==> src/hdl/pwrf_pkg.sv <==
`timescale 1ns / 1ps
`default_nettype none
// ----------------------------------------------------------------------------
// pwrf_pkg: shared types and constants of the pulse-width RF frame transmitter
// Holds the phase encoding, register indexes, configuration and result structs,
// and the helpers that build the frame word and clamp durations.
// ----------------------------------------------------------------------------
package pwrf_pkg;

   // Frame length in bits and width of the tick counter.
   localparam int FRAME_BITS = 16;
   localparam int TICK_BITS  = 16;

   // Widths of the fields and registers.
   localparam int BYTE_W        = 8;
   localparam int PULSES_W      = 6;
   localparam int DUR_W         = 16;
   localparam int CSR_DATA_W    = 16;
   localparam int CSR_INDEX_W   = 3;
   localparam int BIT_INDEX_W   = $clog2(FRAME_BITS + 1);
   localparam int WORD_W        = 2 * BYTE_W;

   localparam logic [BYTE_W-1:0]    CHECK_MASK = 8'hAA;
   localparam logic [TICK_BITS-1:0] TICK_MAX   = '1;

   // Input command codes.
   localparam logic CMD_TICK = 1'b0;
   localparam logic CMD_SEND = 1'b1;

   // Configuration register indexes.
   localparam logic [CSR_INDEX_W-1:0] REG_PREAMBLE_PULSES     = 3'd0;
   localparam logic [CSR_INDEX_W-1:0] REG_PREAMBLE_HALF_TICKS = 3'd1;
   localparam logic [CSR_INDEX_W-1:0] REG_GAP_TICKS           = 3'd2;
   localparam logic [CSR_INDEX_W-1:0] REG_ZERO_HIGH_TICKS     = 3'd3;
   localparam logic [CSR_INDEX_W-1:0] REG_ONE_HIGH_TICKS      = 3'd4;
   localparam logic [CSR_INDEX_W-1:0] REG_BIT_LOW_TICKS       = 3'd5;

   typedef enum logic [2:0] {
      PH_IDLE     = 3'd0,
      PH_PRE_HIGH = 3'd1,
      PH_PRE_LOW  = 3'd2,
      PH_GAP      = 3'd3,
      PH_BIT_HIGH = 3'd4,
      PH_BIT_LOW  = 3'd5
   } phase_type;

   typedef struct packed {
      logic [PULSES_W-1:0] preamble_pulses;
      logic [DUR_W-1:0]    preamble_half_ticks;
      logic [DUR_W-1:0]    gap_ticks;
      logic [DUR_W-1:0]    zero_high_ticks;
      logic [DUR_W-1:0]    one_high_ticks;
      logic [DUR_W-1:0]    bit_low_ticks;
   } cfg_type;

   typedef struct packed {
      logic tx_level;
      logic busy_res;
      logic accepted;
      logic frame_done;
   } rsp_type;

   // Frame word is the byte followed by its check byte, fitted to FRAME_BITS.
   function automatic logic [FRAME_BITS-1:0] frame_word(input logic [BYTE_W-1:0] data);
      logic [FRAME_BITS+WORD_W-1:0] wide;
      wide = (FRAME_BITS + WORD_W)'({data, data & CHECK_MASK});
      return wide[FRAME_BITS-1:0];
   endfunction

   // Clamp a duration register to the range of the tick counter.
   function automatic logic [TICK_BITS-1:0] sat_ticks(input logic [DUR_W-1:0] d);
      logic [TICK_BITS+DUR_W-1:0] wide;
      wide = (TICK_BITS + DUR_W)'(d);
      if (wide > (TICK_BITS + DUR_W)'(TICK_MAX)) begin
         return TICK_MAX;
      end
      return wide[TICK_BITS-1:0];
   endfunction

endpackage
`default_nettype wire

==> src/hdl/pulse_width_rf_frame_transmitter.sv <==
`timescale 1ns / 1ps
`default_nettype none
// ----------------------------------------------------------------------------
// pulse_width_rf_frame_transmitter: pulse-width on-off-keyed frame transmitter
// Sends a byte and its check byte as preamble, optional gap, width-coded bits.
// ----------------------------------------------------------------------------
// Usage:
// Each item on the req_ channel is either a time tick (req_cmd low) or a
// request to send req_data_byte (req_cmd high). Every item yields exactly one
// result item on the rsp_ channel: the line level, the busy flag, whether a
// send started a frame, and a done flag on the tick that ends the frame.
// A send that arrives while a frame is running is ignored and answered with
// accepted low. The csr_ port writes the six timing registers; it is meant to
// be used only while no frame is in progress and no result is pending.
// The result of an item is valid in the cycle after the item is accepted.
// Throughput is one item per cycle while the receiver keeps up, set by the
// single sequencer step between the state registers and the result register.
// When the receiver stalls, the result register holds its item and req_ready
// stays high only if that item is taken in the same cycle, so nothing is lost.
// Reset clears the sequencer to idle with the line low, loads the register
// defaults and empties the result register.
// ----------------------------------------------------------------------------
module pulse_width_rf_frame_transmitter (
   input  wire logic                             clock,
   input  wire logic                             reset,
   // Input items.
   input  wire logic                             req_valid,
   output logic                                  req_ready,
   input  wire logic                             req_cmd,
   input  wire logic [pwrf_pkg::BYTE_W-1:0]      req_data_byte,
   // Result items.
   output logic                                  rsp_valid,
   input  wire logic                             rsp_ready,
   output logic                                  rsp_tx_level,
   output logic                                  rsp_busy_res,
   output logic                                  rsp_accepted,
   output logic                                  rsp_frame_done,
   // Configuration writes.
   input  wire logic                             csr_we,
   input  wire logic [pwrf_pkg::CSR_INDEX_W-1:0] csr_index,
   input  wire logic [pwrf_pkg::CSR_DATA_W-1:0]  csr_wdata
);
   import pwrf_pkg::*;

   cfg_type cfg;
   rsp_type step_result;
   rsp_type rsp_data;
   logic    space;
   logic    item_accept;

   // An item is taken whenever the result register has room for its result.
   assign req_ready   = space;
   assign item_accept = req_valid && space;

   pwrf_cfg_regs u_cfg_regs (
      .clock     (clock),
      .reset     (reset),
      .csr_we    (csr_we),
      .csr_index (csr_index),
      .csr_wdata (csr_wdata),
      .cfg       (cfg)
   );

   // The sequencer advances one step per accepted item.
   pwrf_frame_fsm u_frame_fsm (
      .clock          (clock),
      .reset          (reset),
      .cfg            (cfg),
      .item_valid     (item_accept),
      .item_cmd       (req_cmd),
      .item_data_byte (req_data_byte),
      .result         (step_result)
   );

   pwrf_rsp_reg u_rsp_reg (
      .clock     (clock),
      .reset     (reset),
      .load      (item_accept),
      .load_data (step_result),
      .space     (space),
      .rsp_valid (rsp_valid),
      .rsp_ready (rsp_ready),
      .rsp_data  (rsp_data)
   );

   assign rsp_tx_level   = rsp_data.tx_level;
   assign rsp_busy_res   = rsp_data.busy_res;
   assign rsp_accepted   = rsp_data.accepted;
   assign rsp_frame_done = rsp_data.frame_done;

endmodule
`default_nettype wire

==> src/hdl/pwrf_cfg_regs.sv <==
`timescale 1ns / 1ps
`default_nettype none
// ----------------------------------------------------------------------------
// pwrf_cfg_regs: timing configuration registers
// Six write-only registers loaded through a plain indexed write port.
// ----------------------------------------------------------------------------
module pwrf_cfg_regs (
   input  wire logic                             clock,
   input  wire logic                             reset,
   input  wire logic                             csr_we,
   input  wire logic [pwrf_pkg::CSR_INDEX_W-1:0] csr_index,
   input  wire logic [pwrf_pkg::CSR_DATA_W-1:0]  csr_wdata,
   output pwrf_pkg::cfg_type                     cfg
);
   import pwrf_pkg::*;

   cfg_type cfg_ff;
   cfg_type cfg_in;

   always_comb begin
      cfg_in = cfg_ff;
      if (csr_we) begin
         unique case (csr_index)
            REG_PREAMBLE_PULSES:     cfg_in.preamble_pulses     = csr_wdata[PULSES_W-1:0];
            REG_PREAMBLE_HALF_TICKS: cfg_in.preamble_half_ticks = csr_wdata[DUR_W-1:0];
            REG_GAP_TICKS:           cfg_in.gap_ticks           = csr_wdata[DUR_W-1:0];
            REG_ZERO_HIGH_TICKS:     cfg_in.zero_high_ticks     = csr_wdata[DUR_W-1:0];
            REG_ONE_HIGH_TICKS:      cfg_in.one_high_ticks      = csr_wdata[DUR_W-1:0];
            REG_BIT_LOW_TICKS:       cfg_in.bit_low_ticks       = csr_wdata[DUR_W-1:0];
            default: ;
         endcase
      end
   end

   always_ff @(posedge clock) begin
      if (reset) begin
         cfg_ff.preamble_pulses     <= PULSES_W'(20);
         cfg_ff.preamble_half_ticks <= DUR_W'(5);
         cfg_ff.gap_ticks           <= DUR_W'(1);
         cfg_ff.zero_high_ticks     <= DUR_W'(10);
         cfg_ff.one_high_ticks      <= DUR_W'(20);
         cfg_ff.bit_low_ticks       <= DUR_W'(10);
      end else begin
         cfg_ff <= cfg_in;
      end
   end

   assign cfg = cfg_ff;

endmodule
`default_nettype wire

==> src/hdl/pwrf_frame_fsm.sv <==
`timescale 1ns / 1ps
`default_nettype none
// ----------------------------------------------------------------------------
// pwrf_frame_fsm: frame sequencer
// Holds the phase, counters and frame shift register, and advances them by one
// step for every accepted item. Produces the result of that item.
// ----------------------------------------------------------------------------
module pwrf_frame_fsm (
   input  wire logic                        clock,
   input  wire logic                        reset,
   input  pwrf_pkg::cfg_type                cfg,
   input  wire logic                        item_valid,
   input  wire logic                        item_cmd,
   input  wire logic [pwrf_pkg::BYTE_W-1:0] item_data_byte,
   output pwrf_pkg::rsp_type                result
);
   import pwrf_pkg::*;

   phase_type                phase_ff,       phase_in;
   logic [PULSES_W-1:0]      pulse_count_ff, pulse_count_in;
   logic [BIT_INDEX_W-1:0]   bit_index_ff,   bit_index_in;
   logic [TICK_BITS-1:0]     tick_count_ff,  tick_count_in;
   logic [FRAME_BITS-1:0]    frame_shift_ff, frame_shift_in;
   logic                     line_level_ff,  line_level_in;

   logic [DUR_W-1:0]         dur_raw;
   logic [TICK_BITS-1:0]     tick_inc;
   logic                     tick_end;
   logic [PULSES_W-1:0]      pulse_inc;
   logic [BIT_INDEX_W-1:0]   bit_inc;
   logic                     acc;
   logic                     done;

   // Duration of the current phase; a data bit's high time follows its value.
   always_comb begin
      unique case (phase_ff)
         PH_PRE_HIGH, PH_PRE_LOW: dur_raw = cfg.preamble_half_ticks;
         PH_GAP:                  dur_raw = cfg.gap_ticks;
         PH_BIT_HIGH:             dur_raw = frame_shift_ff[FRAME_BITS-1] ?
                                            cfg.one_high_ticks : cfg.zero_high_ticks;
         PH_BIT_LOW:              dur_raw = cfg.bit_low_ticks;
         default:                 dur_raw = '0;
      endcase
   end

   assign tick_inc  = tick_count_ff + TICK_BITS'(1);
   assign tick_end  = (tick_inc >= sat_ticks(dur_raw));
   assign pulse_inc = pulse_count_ff + PULSES_W'(1);
   assign bit_inc   = bit_index_ff + BIT_INDEX_W'(1);

   always_comb begin
      phase_in       = phase_ff;
      pulse_count_in = pulse_count_ff;
      bit_index_in   = bit_index_ff;
      tick_count_in  = tick_count_ff;
      frame_shift_in = frame_shift_ff;
      line_level_in  = line_level_ff;
      acc            = 1'b0;
      done           = 1'b0;

      if (item_valid) begin
         if (item_cmd == CMD_SEND) begin
            if (phase_ff == PH_IDLE) begin
               frame_shift_in = frame_word(item_data_byte);
               phase_in       = PH_PRE_HIGH;
               line_level_in  = 1'b1;
               pulse_count_in = '0;
               bit_index_in   = '0;
               tick_count_in  = '0;
               acc            = 1'b1;
            end
         end else begin
            if (phase_ff != PH_IDLE) begin
               tick_count_in = tick_end ? '0 : tick_inc;
            end
            unique case (phase_ff)
               PH_IDLE: ;
               PH_PRE_HIGH: begin
                  if (tick_end) begin
                     phase_in      = PH_PRE_LOW;
                     line_level_in = 1'b0;
                  end
               end
               PH_PRE_LOW: begin
                  if (tick_end) begin
                     pulse_count_in = pulse_inc;
                     if (pulse_inc >= cfg.preamble_pulses) begin
                        if (cfg.gap_ticks == '0) begin
                           phase_in      = PH_BIT_HIGH;
                           line_level_in = 1'b1;
                        end else begin
                           phase_in      = PH_GAP;
                           line_level_in = 1'b0;
                        end
                     end else begin
                        phase_in      = PH_PRE_HIGH;
                        line_level_in = 1'b1;
                     end
                  end
               end
               PH_GAP: begin
                  if (tick_end) begin
                     phase_in      = PH_BIT_HIGH;
                     line_level_in = 1'b1;
                  end
               end
               PH_BIT_HIGH: begin
                  if (tick_end) begin
                     phase_in      = PH_BIT_LOW;
                     line_level_in = 1'b0;
                  end
               end
               PH_BIT_LOW: begin
                  if (tick_end) begin
                     frame_shift_in = {frame_shift_ff[FRAME_BITS-2:0], 1'b0};
                     if (bit_inc >= BIT_INDEX_W'(FRAME_BITS)) begin
                        phase_in       = PH_IDLE;
                        line_level_in  = 1'b0;
                        bit_index_in   = '0;
                        pulse_count_in = '0;
                        done           = 1'b1;
                     end else begin
                        bit_index_in  = bit_inc;
                        phase_in      = PH_BIT_HIGH;
                        line_level_in = 1'b1;
                     end
                  end
               end
               default: begin
                  phase_in      = PH_IDLE;
                  line_level_in = 1'b0;
               end
            endcase
         end
      end

      result.tx_level   = line_level_in;
      result.busy_res   = (phase_in != PH_IDLE);
      result.accepted   = acc;
      result.frame_done = done;
   end

   always_ff @(posedge clock) begin
      if (reset) begin
         phase_ff       <= PH_IDLE;
         pulse_count_ff <= '0;
         bit_index_ff   <= '0;
         tick_count_ff  <= '0;
         frame_shift_ff <= '0;
         line_level_ff  <= 1'b0;
      end else begin
         phase_ff       <= phase_in;
         pulse_count_ff <= pulse_count_in;
         bit_index_ff   <= bit_index_in;
         tick_count_ff  <= tick_count_in;
         frame_shift_ff <= frame_shift_in;
         line_level_ff  <= line_level_in;
      end
   end

   // The carrier is only on during a preamble high half or a data bit high.
   a_line_high_phase: assert property (@(posedge clock) disable iff (reset)
      line_level_ff |-> (phase_ff == PH_PRE_HIGH || phase_ff == PH_BIT_HIGH))
      else $error("line high outside a high phase");

   // A send taken while idle starts the preamble with the carrier on.
   a_send_starts: assert property (@(posedge clock) disable iff (reset)
      (item_valid && item_cmd == CMD_SEND && phase_ff == PH_IDLE)
      |=> (phase_ff == PH_PRE_HIGH && line_level_ff && tick_count_ff == '0))
      else $error("send from idle did not start a frame");

   // A finished frame leaves the sequencer idle.
   a_done_idle: assert property (@(posedge clock) disable iff (reset)
      (item_valid && result.frame_done) |=> (phase_ff == PH_IDLE && !line_level_ff))
      else $error("frame done but sequencer not idle");

   // The stored bit index always points inside the frame.
   a_bit_index_range: assert property (@(posedge clock) disable iff (reset)
      bit_index_ff < BIT_INDEX_W'(FRAME_BITS))
      else $error("bit index past end of frame");

endmodule
`default_nettype wire

==> src/hdl/pwrf_rsp_reg.sv <==
`timescale 1ns / 1ps
`default_nettype none
// ----------------------------------------------------------------------------
// pwrf_rsp_reg: result output register
// Holds one result item until the receiver takes it; a new result can be
// loaded in the same cycle the held one leaves.
// ----------------------------------------------------------------------------
module pwrf_rsp_reg (
   input  wire logic          clock,
   input  wire logic          reset,
   input  wire logic          load,
   input  pwrf_pkg::rsp_type  load_data,
   output logic               space,
   output logic               rsp_valid,
   input  wire logic          rsp_ready,
   output pwrf_pkg::rsp_type  rsp_data
);
   import pwrf_pkg::*;

   logic    valid_ff, valid_in;
   rsp_type data_ff;

   assign space    = !valid_ff || rsp_ready;
   assign valid_in = load || (valid_ff && !rsp_ready);

   always_ff @(posedge clock) begin
      if (reset) begin
         valid_ff <= 1'b0;
      end else begin
         valid_ff <= valid_in;
      end
   end

   always_ff @(posedge clock) begin
      if (load) begin
         data_ff <= load_data;
      end
   end

   assign rsp_valid = valid_ff;
   assign rsp_data  = data_ff;

endmodule
`default_nettype wire
==> config.mk <==
export PLATFORM = sky130hd
export DESIGN_NAME = pulse_width_rf_frame_transmitter
export DESIGN_NICKNAME = d
export VERILOG_FILES = /design/src/hdl/pwrf_pkg.sv /design/src/hdl/pulse_width_rf_frame_transmitter.sv /design/src/hdl/pwrf_cfg_regs.sv /design/src/hdl/pwrf_frame_fsm.sv /design/src/hdl/pwrf_rsp_reg.sv
export SDC_FILE = /design/constraint.sdc
export NUM_CORES = 1
export LEC_CHECK = 0
export BUFFER_PORTS_ARGS = -buffer_cell sky130_fd_sc_hd__buf_2
export CAP_MARGIN = 20
export CORE_MARGIN = 5
export CORE_UTILIZATION = 57
export CTS_BUF_LIST = sky130_fd_sc_hd__clkbuf_8
export CTS_CLUSTER_SIZE = 20
export DETAILED_ROUTE_END_ITERATION = 7
export GPL_TIMING_DRIVEN = 0
export PLACE_DENSITY = 0.83
export SLEW_MARGIN = 15
export SYNTH_ARGS = -nofsm -noshare
export SYNTH_HDL_FRONTEND = slang
export SYNTH_SLANG_ARGS = --single-unit
export TNS_END_PERCENT = 50
==> constraint.sdc <==
create_clock -name clock -period 4.6 [get_ports clock]
set_clock_uncertainty 0.2 [all_clocks]
set_input_delay 0.46 -clock clock [delete_from_list [all_inputs] [get_ports clock]]
set_output_delay 0.46 -clock clock [all_outputs]
set_load 0.05 [all_outputs]
==> metrics.md, run 1 <==
| Metric | Value |
|---|---|
| Sequential area share after synthesis | 0.4159 |
| Total CTS buffers | 17 |
| Clock H-tree levels | 4 |
| Synth Net Count | 877 |
| RR Startpoint | u_frame_fsm.phase_ff[1] |
| DRT iter0 DRCs | between 600 and 700 |
| DRT Wirelength | 17.71 mm |
| Slowest stage cell, crit path | nor3_2 |
| Crit path capture type | flop |
| Crit path kind | reg -> reg |
| Setup violations, final | 0 |
| Final worst-path cycle share | 0.9608 |
| Die Y | ~120 um |
| EDFF count, synth | 4 |
| Area growth from synthesis to layout | 11.17% |
| Mapped cell area | ~6700 sq um |
| Ant diodes | 0 |
| DRT antenna net count | 0 |
| Worst path bufs/invs | 3 |
| Outcome | finished, final reports clean |
| Most instantiated cells after synthesis | nand2_1, dfxtp_1, a21oi_1 |
| First-pass iteration count of the detailed router | 7 |
| Die area | about 14000 sq um |
| Crit-path leading delay family | simple AND/OR/NAND/NOR gates |
| Max Slew Vio Count | 0 |
| Routed length per placed instance | approximately 17 um |
| Total of max-cap violations | 0 |
| Worst skew pair latency | between 400 and 500 ps |
| Worst Setup Start Kind | flop |
| Number of antenna violations at the first check in global routing | 0 |
| Fin nets | between 900 and 1000 |
| Clock-pin slew on the worst setup and hold paths | roughly 90 ps |
| Clk Tree Root Cell | clkbuf_8 |
| PD cells | about 330 nW/um^2 |
| Vias in the first global route | around 5700 |
| Worst slew margin | 0.5146 |
| Async SR Flop Fraction | 0 |
| Power Total | about 2500 uW |
| Ports | 39 |
| Dominant synthesized flop cell | dfxtp_1 |
| Fin Setup TNS | 0 ps |
| CTS max path bufs | 2 |
| Final GP Congestion | ~0.91 |
| Peak Freq | about 0.23 GHz |
| CTS tree | yes |
| CP cell instances | clkbuf_2 -> nor3_2 -> buf_1 -> a222oi_1 -> ha_1 -> and4_1 -> nand4_1 -> o211a_1 -> nor2_2 -> buf_2 -> nor2_1 -> a211oi_1 |
| Worst min path class | in -> reg |
| Critical path arrival | 4570 ps |
| TritonCTS Sinks | around 140 |
| Mapped Cells | around 820 |
| Largest area contributor in the netlist | dfxtp_1 |
| CP required | between 4000 and 5000 ps |
| Total track usage | 0.2507 |
| Worst slew pin tran | roughly 730 ps |
| Ys Warns | 0 |
| CP max FO | 10 |
| Share of post-route cells with drive strength above 1 | 0.1219 |
| Post-CTS setup buffers | 0 |
| Hpwl dp | 12.44 mm |
| Crit. Startpoint | u_frame_fsm.phase_ff[1] |
| GRT overflow | 0 |
| Synth cell types | 62 |
| First-pass GRT wire length | between 20 and 30 mm |
| Die Width | about 120 um |
| Hold Fails Final Rpt | 0 |
| Core ar. | ~11000 sq um |
| Std cell rows | 39 |
| Worst vdd ir | 0.0003709 V |
| Vias per cell | around 6 |
| Final std cells w/o fill | approximately 1000 |
| DP Cell Count | approximately 1000 |
| Vias | approximately 6000 |
| Hold Path Origin | req_valid |
| Initial core utilization | 0.5834 |
| Worst path max stage delay | about 520 ps |
| Pin count of the biggest net entering global routing | 17 |
| Post-route DRC violation count | 0 |
| Syn Area/Cell | 8.179 sq um |
| I/O Buffers | 37 |
| Top cells by area, synth | dfxtp_1, nand2_1, a21oi_1 |
| Yosys reg bits | around 140 |
| Most frequent cell after synthesis | nand2_1 |
| Leak Pwr | 0.002821 uW |
| Top-area cell type share of the netlist area | 0.3980 |
| Period minus WS final | approximately 4400 ps |
==> worst register-to-register path, cell delays in order, from the launching register on <==
cell and delay, ps:
dfxtp_1 340, clkbuf_2 220, nor3_2 520, buf_1 470, a222oi_1 180, ha_1 380, and4_1 280, nand4_1 290
o211a_1 400, nor2_2 390, buf_2 320, nor2_1 80, a211oi_1 250
==> cells by family after synthesis <==
family          share of synthesized area
buf+inv                           0.03927
compound gates                     0.1997
xor+xnor                          0.02749
simple gates                       0.2227
fa+ha+maj                         0.04863
mux                               0.04619
flops                              0.4159
==> layout by cell type, fill, tap and decap left out, drive strengths merged, types with 17 or more instances in the layout <==
| cell | netlist | layout |
|---|---|---|
| dfxtp | 133 | 133 |
| o21ai | 24 | 24 |
| nand3 | 24 | 24 |
| nor2 | 54 | 54 |
| ha | 26 | 26 |
| nand2 | 188 | 188 |
| a21oi | 99 | 99 |
| inv | 15 | 22 |
| a22oi | 17 | 17 |
| buf | 5 | 43 |
| clkbuf | 46 | 61 |
==> state kept, by name, summed over array words and instances (netlist names) <==
name                        count
u_frame_fsm.pulse_count_ff      6
u_frame_fsm.line_level_ff       1
u_cfg_regs.cfg                 86
u_rsp_reg.rsp_data              4
u_rsp_reg.rsp_valid             1
u_frame_fsm.frame_shift_ff     15
u_frame_fsm.tick_count_ff      16
u_frame_fsm.bit_index_ff        5
u_frame_fsm.phase_ff            3
==> worst paths after layout <==
kind                                          to  slack [ps]  cells past startpoint
setup / recovery  u_frame_fsm.frame_shift_ff[10]         180                     12
hold / removal               u_rsp_reg.rsp_valid          50                      3
setup reg to reg  u_frame_fsm.frame_shift_ff[10]         180                     12
hold reg to reg               u_cfg_regs.cfg[40]         250                      2
==> routing by layer <==
metal,wire length [um],track usage
met4,278,0.06667
met5,0,0
met3,1532,0.05349
met2,8264,0.3977
met1,7632,0.3484
==> final cells by class <==
type	count	area, sq um
fillers	988	4030
repair buffers	37	185.2
inverters	16	60.06
plain buffers	50	205.2
clock buffers	17	234.0
well taps	143	178.9
multi-input cells	614	3659
clock inverters	15	132.6
flip-flops and latches	137	2783
==> report_power, final <==
| group | total, uW | switching, uW | internal, uW |
|---|---|---|---|
| sequential | 1250 | 21.7 | 1230 |
| combinational | 303 | 206 | 96.7 |
| clock | 927 | 535 | 391 |
| total | 2480 | 763 | 1720 |
==> repair_timing <==
item	4_1_cts	5_1_grt
gates resized for setup	3	9
endpoints found under the setup margin	30	39
hold buffers	0	0
==> per-stage QoR <==
stage / setup slack, ps / instance area (sq um) / utilization / hold WS, ps
3_5_place_dp: -167.8 / 7054 / 0.6152 / 244.4
3_3_place_gp: -97.61 / 7054 / 0.6152 / 239.5
2_1_floorplan: 747.0 / 6690 / - / 232.9
6_report: 180.4 / 7437 / 0.6486 / 46.06
5_1_grt: -42.48 / 7437 / 0.6486 / 52.80
4_1_cts: 27.64 / 7431 / 0.6480 / 39.87
Power figures use the tool's default switching activity.
==> run 2: changes to the inputs <==
--- a/config.mk
+++ b/config.mk
@@ -15,5 +15,4 @@
 export GPL_TIMING_DRIVEN = 0
 export PLACE_DENSITY = 0.83
-export SLEW_MARGIN = 15
 export SYNTH_ARGS = -nofsm -noshare
 export SYNTH_HDL_FRONTEND = slang
==> constraint.sdc (replaced) <==
create_clock -name clock -period 4.6 [get_ports clock]
set_clock_uncertainty 0.2 [all_clocks]
set_input_delay 0.23 -clock clock [delete_from_list [all_inputs] [get_ports clock]]
set_output_delay 0.23 -clock clock [all_outputs]
set_load 0.05 [all_outputs]
==> run 2 against run 1 <==
Against the previous run: power rose by 0.81%; design area increased by 3.7%; via count is 3.0% higher; sequential power hardly changed; clock power about the same; final cell count grew 2.7%; wire length is 3.2% higher; register-to-register slack hardly changed; combinational power rose by 6%; sequential share of layout area down 1.3 points; clock-buffer cell count did not move; setup slack got worse by 1.3 ps; critical path type unchanged; largest cell class unchanged.
==> metrics.md, run 2 (synthesized netlist as in run 1, its figures left out) <==
| Metric | Value |
|---|---|
| Outcome | finished, final reports clean |
| Commonest non-fill, non-tap cell in the layout | nand2_1 |
| Initial core utilization | 0.5834 |
| Crit path capture type | flop |
| Pin count of the biggest net entering global routing | 17 |
| Clk Tree Root Cell | clkbuf_8 |
| Worst path max stage delay | 460 ps |
| Clock H-tree levels | 4 |
| Post-place setup slack | -167.8 ps |
| Clock-pin slew on the worst setup and hold paths | around 90 ps |
| Filler cells | ~950 |
| Peak Freq | around 0.23 GHz |
| Final worst-path cycle share | 0.9611 |
| Post-route DRC violation count | 0 |
| CTS max path bufs | 2 |
| Total CTS buffers | 17 |
| Post-route design area | a little under 8000 sq um |
| Core ar. | around 11000 sq um |
| DP Cell Count | ~1000 |
| Slowest stage cell, crit path | a311oi_1 |
| First-pass iteration count of the detailed router | 6 |
| Total track usage | 0.2578 |
| Worst slew margin | 0.4996 |
| Die Y | 118.3 um |
| First-pass GRT wire length | 29.66 mm |
| Vias | around 6300 |
| Most used cell, CP | clkbuf_2 |
| Vias per cell | ~6.0 |
| PD cells | roughly 320 nW/um^2 |
| Worst Setup Start Kind | flop |
| GRT overflow | 0 |
| Max Slew Vio Count | 0 |
| Die area | ~14000 sq um |
| Vias in the first global route | 5899 |
| Ports | 39 |
| Share of post-route cells with drive strength above 1 | 0.1183 |
| Total of max-cap violations | 0 |
| Worst skew pair latency | about 450 ps |
| DRT iter0 DRCs | 715 |
| Commonest cells after routing, fill and taps aside | nand2_1, dfxtp_1, a21oi_1 |
| Std cell rows | 39 |
| Post-Place Cell Area | ~7100 sq um |
| Number of antenna violations at the first check in global routing | 0 |
| Die Width | approximately 120 um |
| DRT antenna net count | 0 |
| Crit path kind | reg -> reg |
| CTS tree | yes |
| Final GP Congestion | 0.9051 |
| CP max FO | 10 |
| Max reg flops | 86 |
| Leak Pwr | 0.002932 uW |
| Seq. cell area | approximately 2800 sq um |
| Routed length per placed instance | about 17 um |
| I/O Buffers | 37 |
| Crit-path leading delay family | compound AO/OA/AOI/OAI gates |
| Period minus WS final | between 4000 and 5000 ps |
| Setup violations, final | 0 |
| Worst slew pin tran | 750.6 ps |
| Hpwl dp | approximately 12 mm |
| CP cell instances | clkbuf_2 -> xor2_2 -> clkbuf_2 -> a22o_1 -> a222oi_1 -> ha_1 -> a21o_1 -> a221o_1 -> a221oi_4 -> o21a_1 -> o21ai_1 -> a311oi_1 -> nor2b_1 |
| Multi-input gate area | between 3000 and 4000 sq um |
| Critical path arrival | 4600 ps |
| DRT Wirelength | ~18 mm |
| Final std cells w/o fill | between 1000 and 1500 |
| Worst path bufs/invs | 2 |
| TritonCTS Sinks | ~140 |
| PnR worst setup slack | between 150 and 200 ps |
| Worst min path class | in -> reg |
| Area growth from synthesis to layout | 15.24% |
| Fin nets | ~960 |
| Hold Fails Final Rpt | 0 |
| Worst vdd ir | approximately 0.00036 V |
| CP required | 4780 ps |
[run 2: cell count changes in the layout (fill, tap and decap cells not counted)]
cell,before,now
diode_2,0,1
dlygate4sd3_1,0,27
[run 2: final cells by class]
| type | instances | area share |
|---|---|---|
| well taps | 143 | 0.02321 |
| multi-input cells | 614 | 0.4745 |
| clock buffers | 17 | 0.03035 |
| plain buffers | 50 | 0.02661 |
| clock inverters | 15 | 0.01720 |
| repair buffers | 64 | 0.05907 |
| flip-flops and latches | 137 | 0.3609 |
| inverters | 16 | 0.007790 |
| diodes | 1 | 0.0003246 |
[run 2: timing repair]
action,in CTS,in global routing
hold buffers,27,0
buffers inserted,0,0
hold endpoints to repair,97,0
pin swaps,0,0
setup endpoints to repair,30,39
gates resized for setup,3,9
[run 2: power by group]
part | switching (uW) | internal [uW] | total, uW
combinational | 210 | 111 | 321
sequential | 21.8 | 1230 | 1250
clock | 536 | 392 | 928
[run 2: per-layer routing]
metal  vias up  global-route usage  part of all wire
li1       3057                   -                 -
met1      2948              0.3489              0.42
met2       310              0.4149              0.47
met3        31             0.05778             0.087
met4         0             0.07455             0.017
met5         -                   0                 0
[run 2: metrics by stage]
stage	TNS (ps)	hold WS, ps	total power, uW	utilization
detailed placement	-2952	244.4	1568	0.6152
global placement	-1296	239.5	1562	0.6152
CTS	0	4.239	2491	0.6716
floorplan	0	151.0	1470	-
global route	-42.59	1.097	2586	0.6721
finish	0	16.15	2498	0.6723
[run 2: worst paths after layout]
path                                               from                              to  slack, ps  depth (start not counted)
worst max register to register  u_frame_fsm.phase_ff[1]       u_frame_fsm.line_level_ff        180                         13
worst min register to register       u_cfg_regs.cfg[40]              u_cfg_regs.cfg[40]        250                          2
worst max-delay path            u_frame_fsm.phase_ff[1]       u_frame_fsm.line_level_ff        180                         13
worst min-delay path                   req_data_byte[2]  u_frame_fsm.frame_shift_ff[10]         20                          3
[run 2: worst register-to-register path, stage by stage, from the launching register on]
cell and delay [ps]:
dfxtp_1 390, clkbuf_2 280, xor2_2 210, clkbuf_2 280, a22o_1 290, a222oi_1 360, ha_1 330, a21o_1 180
a221o_1 350, a221oi_4 440, o21a_1 280, o21ai_1 90, a311oi_1 460, nor2b_1 190
==> run 3: changes to the inputs <==
ABC_AREA = 1   (was not set)
MAX_ROUTING_LAYER = met4   (was not set)
==> run 3 against run 2 <==
Against the previous run: via count is 3.7% higher; die area is 1.2% higher; synthesized area is 1.3% higher; register-to-register slack better by 470 ps; maximum frequency is 12% higher; critical path type unchanged; global-route usage is 0.96 points higher; largest cell class unchanged; clock power is 25% higher; critical endpoint is now u_frame_fsm.frame_shift_ff[8]; design area is 2.6% higher; sequential share of layout area is 0.93 points lower; wire length is 2.5% lower; core utilization is 1.5 points higher.
==> metrics.md, run 3 <==
| Metric | Value |
|---|---|
| Clk Tree Root Cell | clkbuf_8 |
| CP max FO | 10 |
| GRT overflow | 0 |
| Async SR Flop Fraction | 0 |
| Routed length per placed instance | between 10 and 15 um |
| Die Y | between 100 and 150 um |
| Crit path capture | u_frame_fsm.frame_shift_ff[8] |
| Clock H-tree levels | 4 |
| Syn Area/Cell | roughly 7.0 sq um |
| Commonest cells after routing, fill and taps aside | nand2_1, nor2_1, dfxtp_1 |
| Total CTS buffers | 17 |
| Yosys reg bits | ~140 |
| Crit. Startpoint | u_frame_fsm.phase_ff[2] |
| Worst path max stage delay | between 600 and 700 ps |
| Max reg flops | 86 |
| Final GP Congestion | roughly 0.9 |
| Most frequent cell after synthesis | nand2_1 |
| Period minus WS final | between 3000 and 4000 ps |
| Mapped Cells | slightly below 1000 |
| Fin Setup TNS | 0 ps |
| PD cells | 347.6 nW/um^2 |
| Initial core utilization | 0.5885 |
| First-pass GRT wire length | 29.94 mm |
| Ys Warns | 0 |
| Pin count of the biggest net entering global routing | 17 |
| Crit path capture type | flop |
| First-pass iteration count of the detailed router | 5 |
| Mapped cell area | 6778 sq um |
| Most instantiated cells after synthesis | nand2_1, nor2_1, dfxtp_1 |
| Top cells by area, synth | dfxtp_1, nand2_1, o21ai_0 |
| Top-area cell type share of the netlist area | 0.3928 |
| Commonest non-fill, non-tap cell in the layout | nand2_1 |
| Setup violations, final | 0 |
| Peak Freq | 0.2531 GHz |
| Core ar. | 11520 sq um |
| Fin nets | about 1100 |
| Die Width | between 100 and 150 um |
| Die area | about 14000 sq um |
| R2R setup slack | 650 ps |
| DRT antenna net count | 0 |
| Hpwl dp | around 13 mm |
| CP required | 4790 ps |
| Post-cts sizing count | 0 |
| Share of post-route cells with drive strength above 1 | 0.09193 |
| Worst skew pair latency | 460 ps |
| Critical path arrival | between 4000 and 5000 ps |
| DRT iter0 DRCs | just over 800 |
| Vias | approximately 6600 |
| Post-route DRC violation count | 0 |
| CTS max path bufs | 2 |
| Worst slew margin | 0.4586 |
| Area growth from synthesis to layout | 16.76% |
| Crit path kind | reg -> reg |
| Vias in the first global route | roughly 6000 |
| Hold Fails Final Rpt | 0 |
| CP cell instances | inv_2 -> nor2_1 -> inv_2 -> clkbuf_1 -> a21oi_1 -> a211oi_1 -> ha_1 -> nand2_1 -> inv_1 -> nand2_1 -> nor2_1 -> nor2_1 -> nand2_1 -> nand2_2 -> nand2_4 -> inv_2 -> nand2_2 -> nand3_4 -> inv_2 -> buf_6 -> nand2_1 -> a21oi_1 |
| CTS tree | yes |
| Ports | 39 |
| Total of max-cap violations | 0 |
| Dominant synthesized flop cell | dfxtp_1 |
| Worst vdd ir | about 0.00027 V |
| Worst slew pin tran | between 800 and 900 ps |
| Worst R2R End | u_frame_fsm.frame_shift_ff[8] |
| EDFF count, synth | 4 |
| Clock-pin slew on the worst setup and hold paths | ~80 ps |
| Std cell rows | 39 |
| RR Startpoint | u_frame_fsm.phase_ff[2] |
| Largest area contributor in the netlist | dfxtp_1 |
| Post-CTS setup buffers | 0 |
| I/O Buffers | 37 |
| Ant diodes | 0 |
| Synth Net Count | 1026 |
| Unrepaired setup endpoints after global routing | no |
| Leak Pwr | around 0.0035 uW |
| Max Slew Vio Count | 0 |
| Filler cells | approximately 960 |
| Sequential area share after synthesis | 0.4106 |
| Layout Utilization | 0.6872 |
| Final worst-path cycle share | 0.8591 |
| TritonCTS Sinks | ~140 |
| Total track usage | 0.2674 |
| Outcome | finished, final reports clean |
| Vias per cell | 5.443 |
| Worst min path class | in -> reg |
| Worst Setup Start Kind | flop |
| Slowest stage cell, crit path | nor2_1 |
| Worst Reg-to-Reg Cells | 22 |
| Number of antenna violations at the first check in global routing | 0 |
| Synth cell types | 39 |
| DRT Wirelength | ~18 mm |
## run 3: cell types whose count changed in the layout (fill, tap and decap cells not counted), sizes merged, moves of 9 or more
cell	delta
a222oi	-13
a22o	-14
a22oi	-17
inv	+94
mux2	-15
mux2i	-14
nand2	+22
nor2	+87
o21ai	+84
xnor2	-9
## run 3: critical path, delay by kind of cell, from the launching register on
kind / cells / cell delay, ps
and+or+nand+nor: 11 / 1450
AOI/OAI and AO/OA: 3 / 580
adders and majority gates: 1 / 310
DFF: 1 / 440
buffers and inverters: 7 / 900
## run 3: how the worst min path moves through the flow
| stage | startpoint | end | slack (ps) | depth (start not counted) |
|---|---|---|---|---|
| finish | csr_index[2] | u_cfg_regs.cfg[82] | 70 | 5 |
| CTS | csr_index[2] | u_cfg_regs.cfg[48] | 10 | 5 |
| floorplan | csr_wdata[2] | u_cfg_regs.cfg[18] | 160 | 2 |
| global placement | u_cfg_regs.cfg[38] | u_cfg_regs.cfg[38] | 230 | 2 |
| detailed placement | u_cfg_regs.cfg[44] | u_cfg_regs.cfg[44] | 240 | 2 |
| global route | csr_index[2] | u_cfg_regs.cfg[48] | 90 | 5 |
## run 3: area by class of cell
type	count	area, sq um	share of cell area
tap	143	178.9	0.02261
inverter	116	435.4	0.05502
timing repair buffer	67	485.5	0.06134
sequential	137	2783	0.3516
multi-input combinational	674	3382	0.4274
buffer	40	177.7	0.02245
clock inverter	12	196.4	0.02482
clock buffer	20	275.3	0.03478
## run 3: metal layers
layer,track usage,wire length [um],vias up,part of all wire
met4,0.09413,330,0,0.019
met5,-,0,-,0
met1,0.3488,7931,2934,0.44
met3,0.05498,1247,46,0.070
li1,-,-,3318,-
met2,0.4140,8320,282,0.47
## run 3: logic make-up (layout without fill, tap and decap cells)
group	count (synthesis)	in the layout	synth area share
buffers and inverters	156	255	0.09045
and+or+nand+nor	396	396	0.2424
AOI/OAI and AO/OA	236	236	0.1868
adders and majority gates	26	26	0.04800
DFF	137	137	0.4106
xor gates and xnor gates	16	16	0.02178
## run 3: per-stage QoR
stage / hold slack (ps) / power [uW] / std cells / setup WS, ps / area, sq um
2_1_floorplan: 156.3 / 1489 / 967 / 1623 / 6778
3_3_place_gp: 233.5 / 1578 / 1147 / 897.3 / 7142
3_5_place_dp: 238.6 / 1586 / 1147 / 848.2 / 7142
4_1_cts: 11.41 / 2744 / 1209 / 822.9 / 7914
5_1_grt: 89.58 / 2852 / 1209 / 360.3 / 7914
6_report: 70.12 / 2751 / 1209 / 648.3 / 7914
## run 3: what timing repair did
item                                    4_1_cts  5_1_grt
hold buffers                                 30        0
endpoints found under the setup margin        0        0
endpoints found under the hold margin       102        0
## run 3: where the power goes
part	switching (uW)	internal (uW)
combinational	219	109
sequential	22.8	1240
clock	479	686
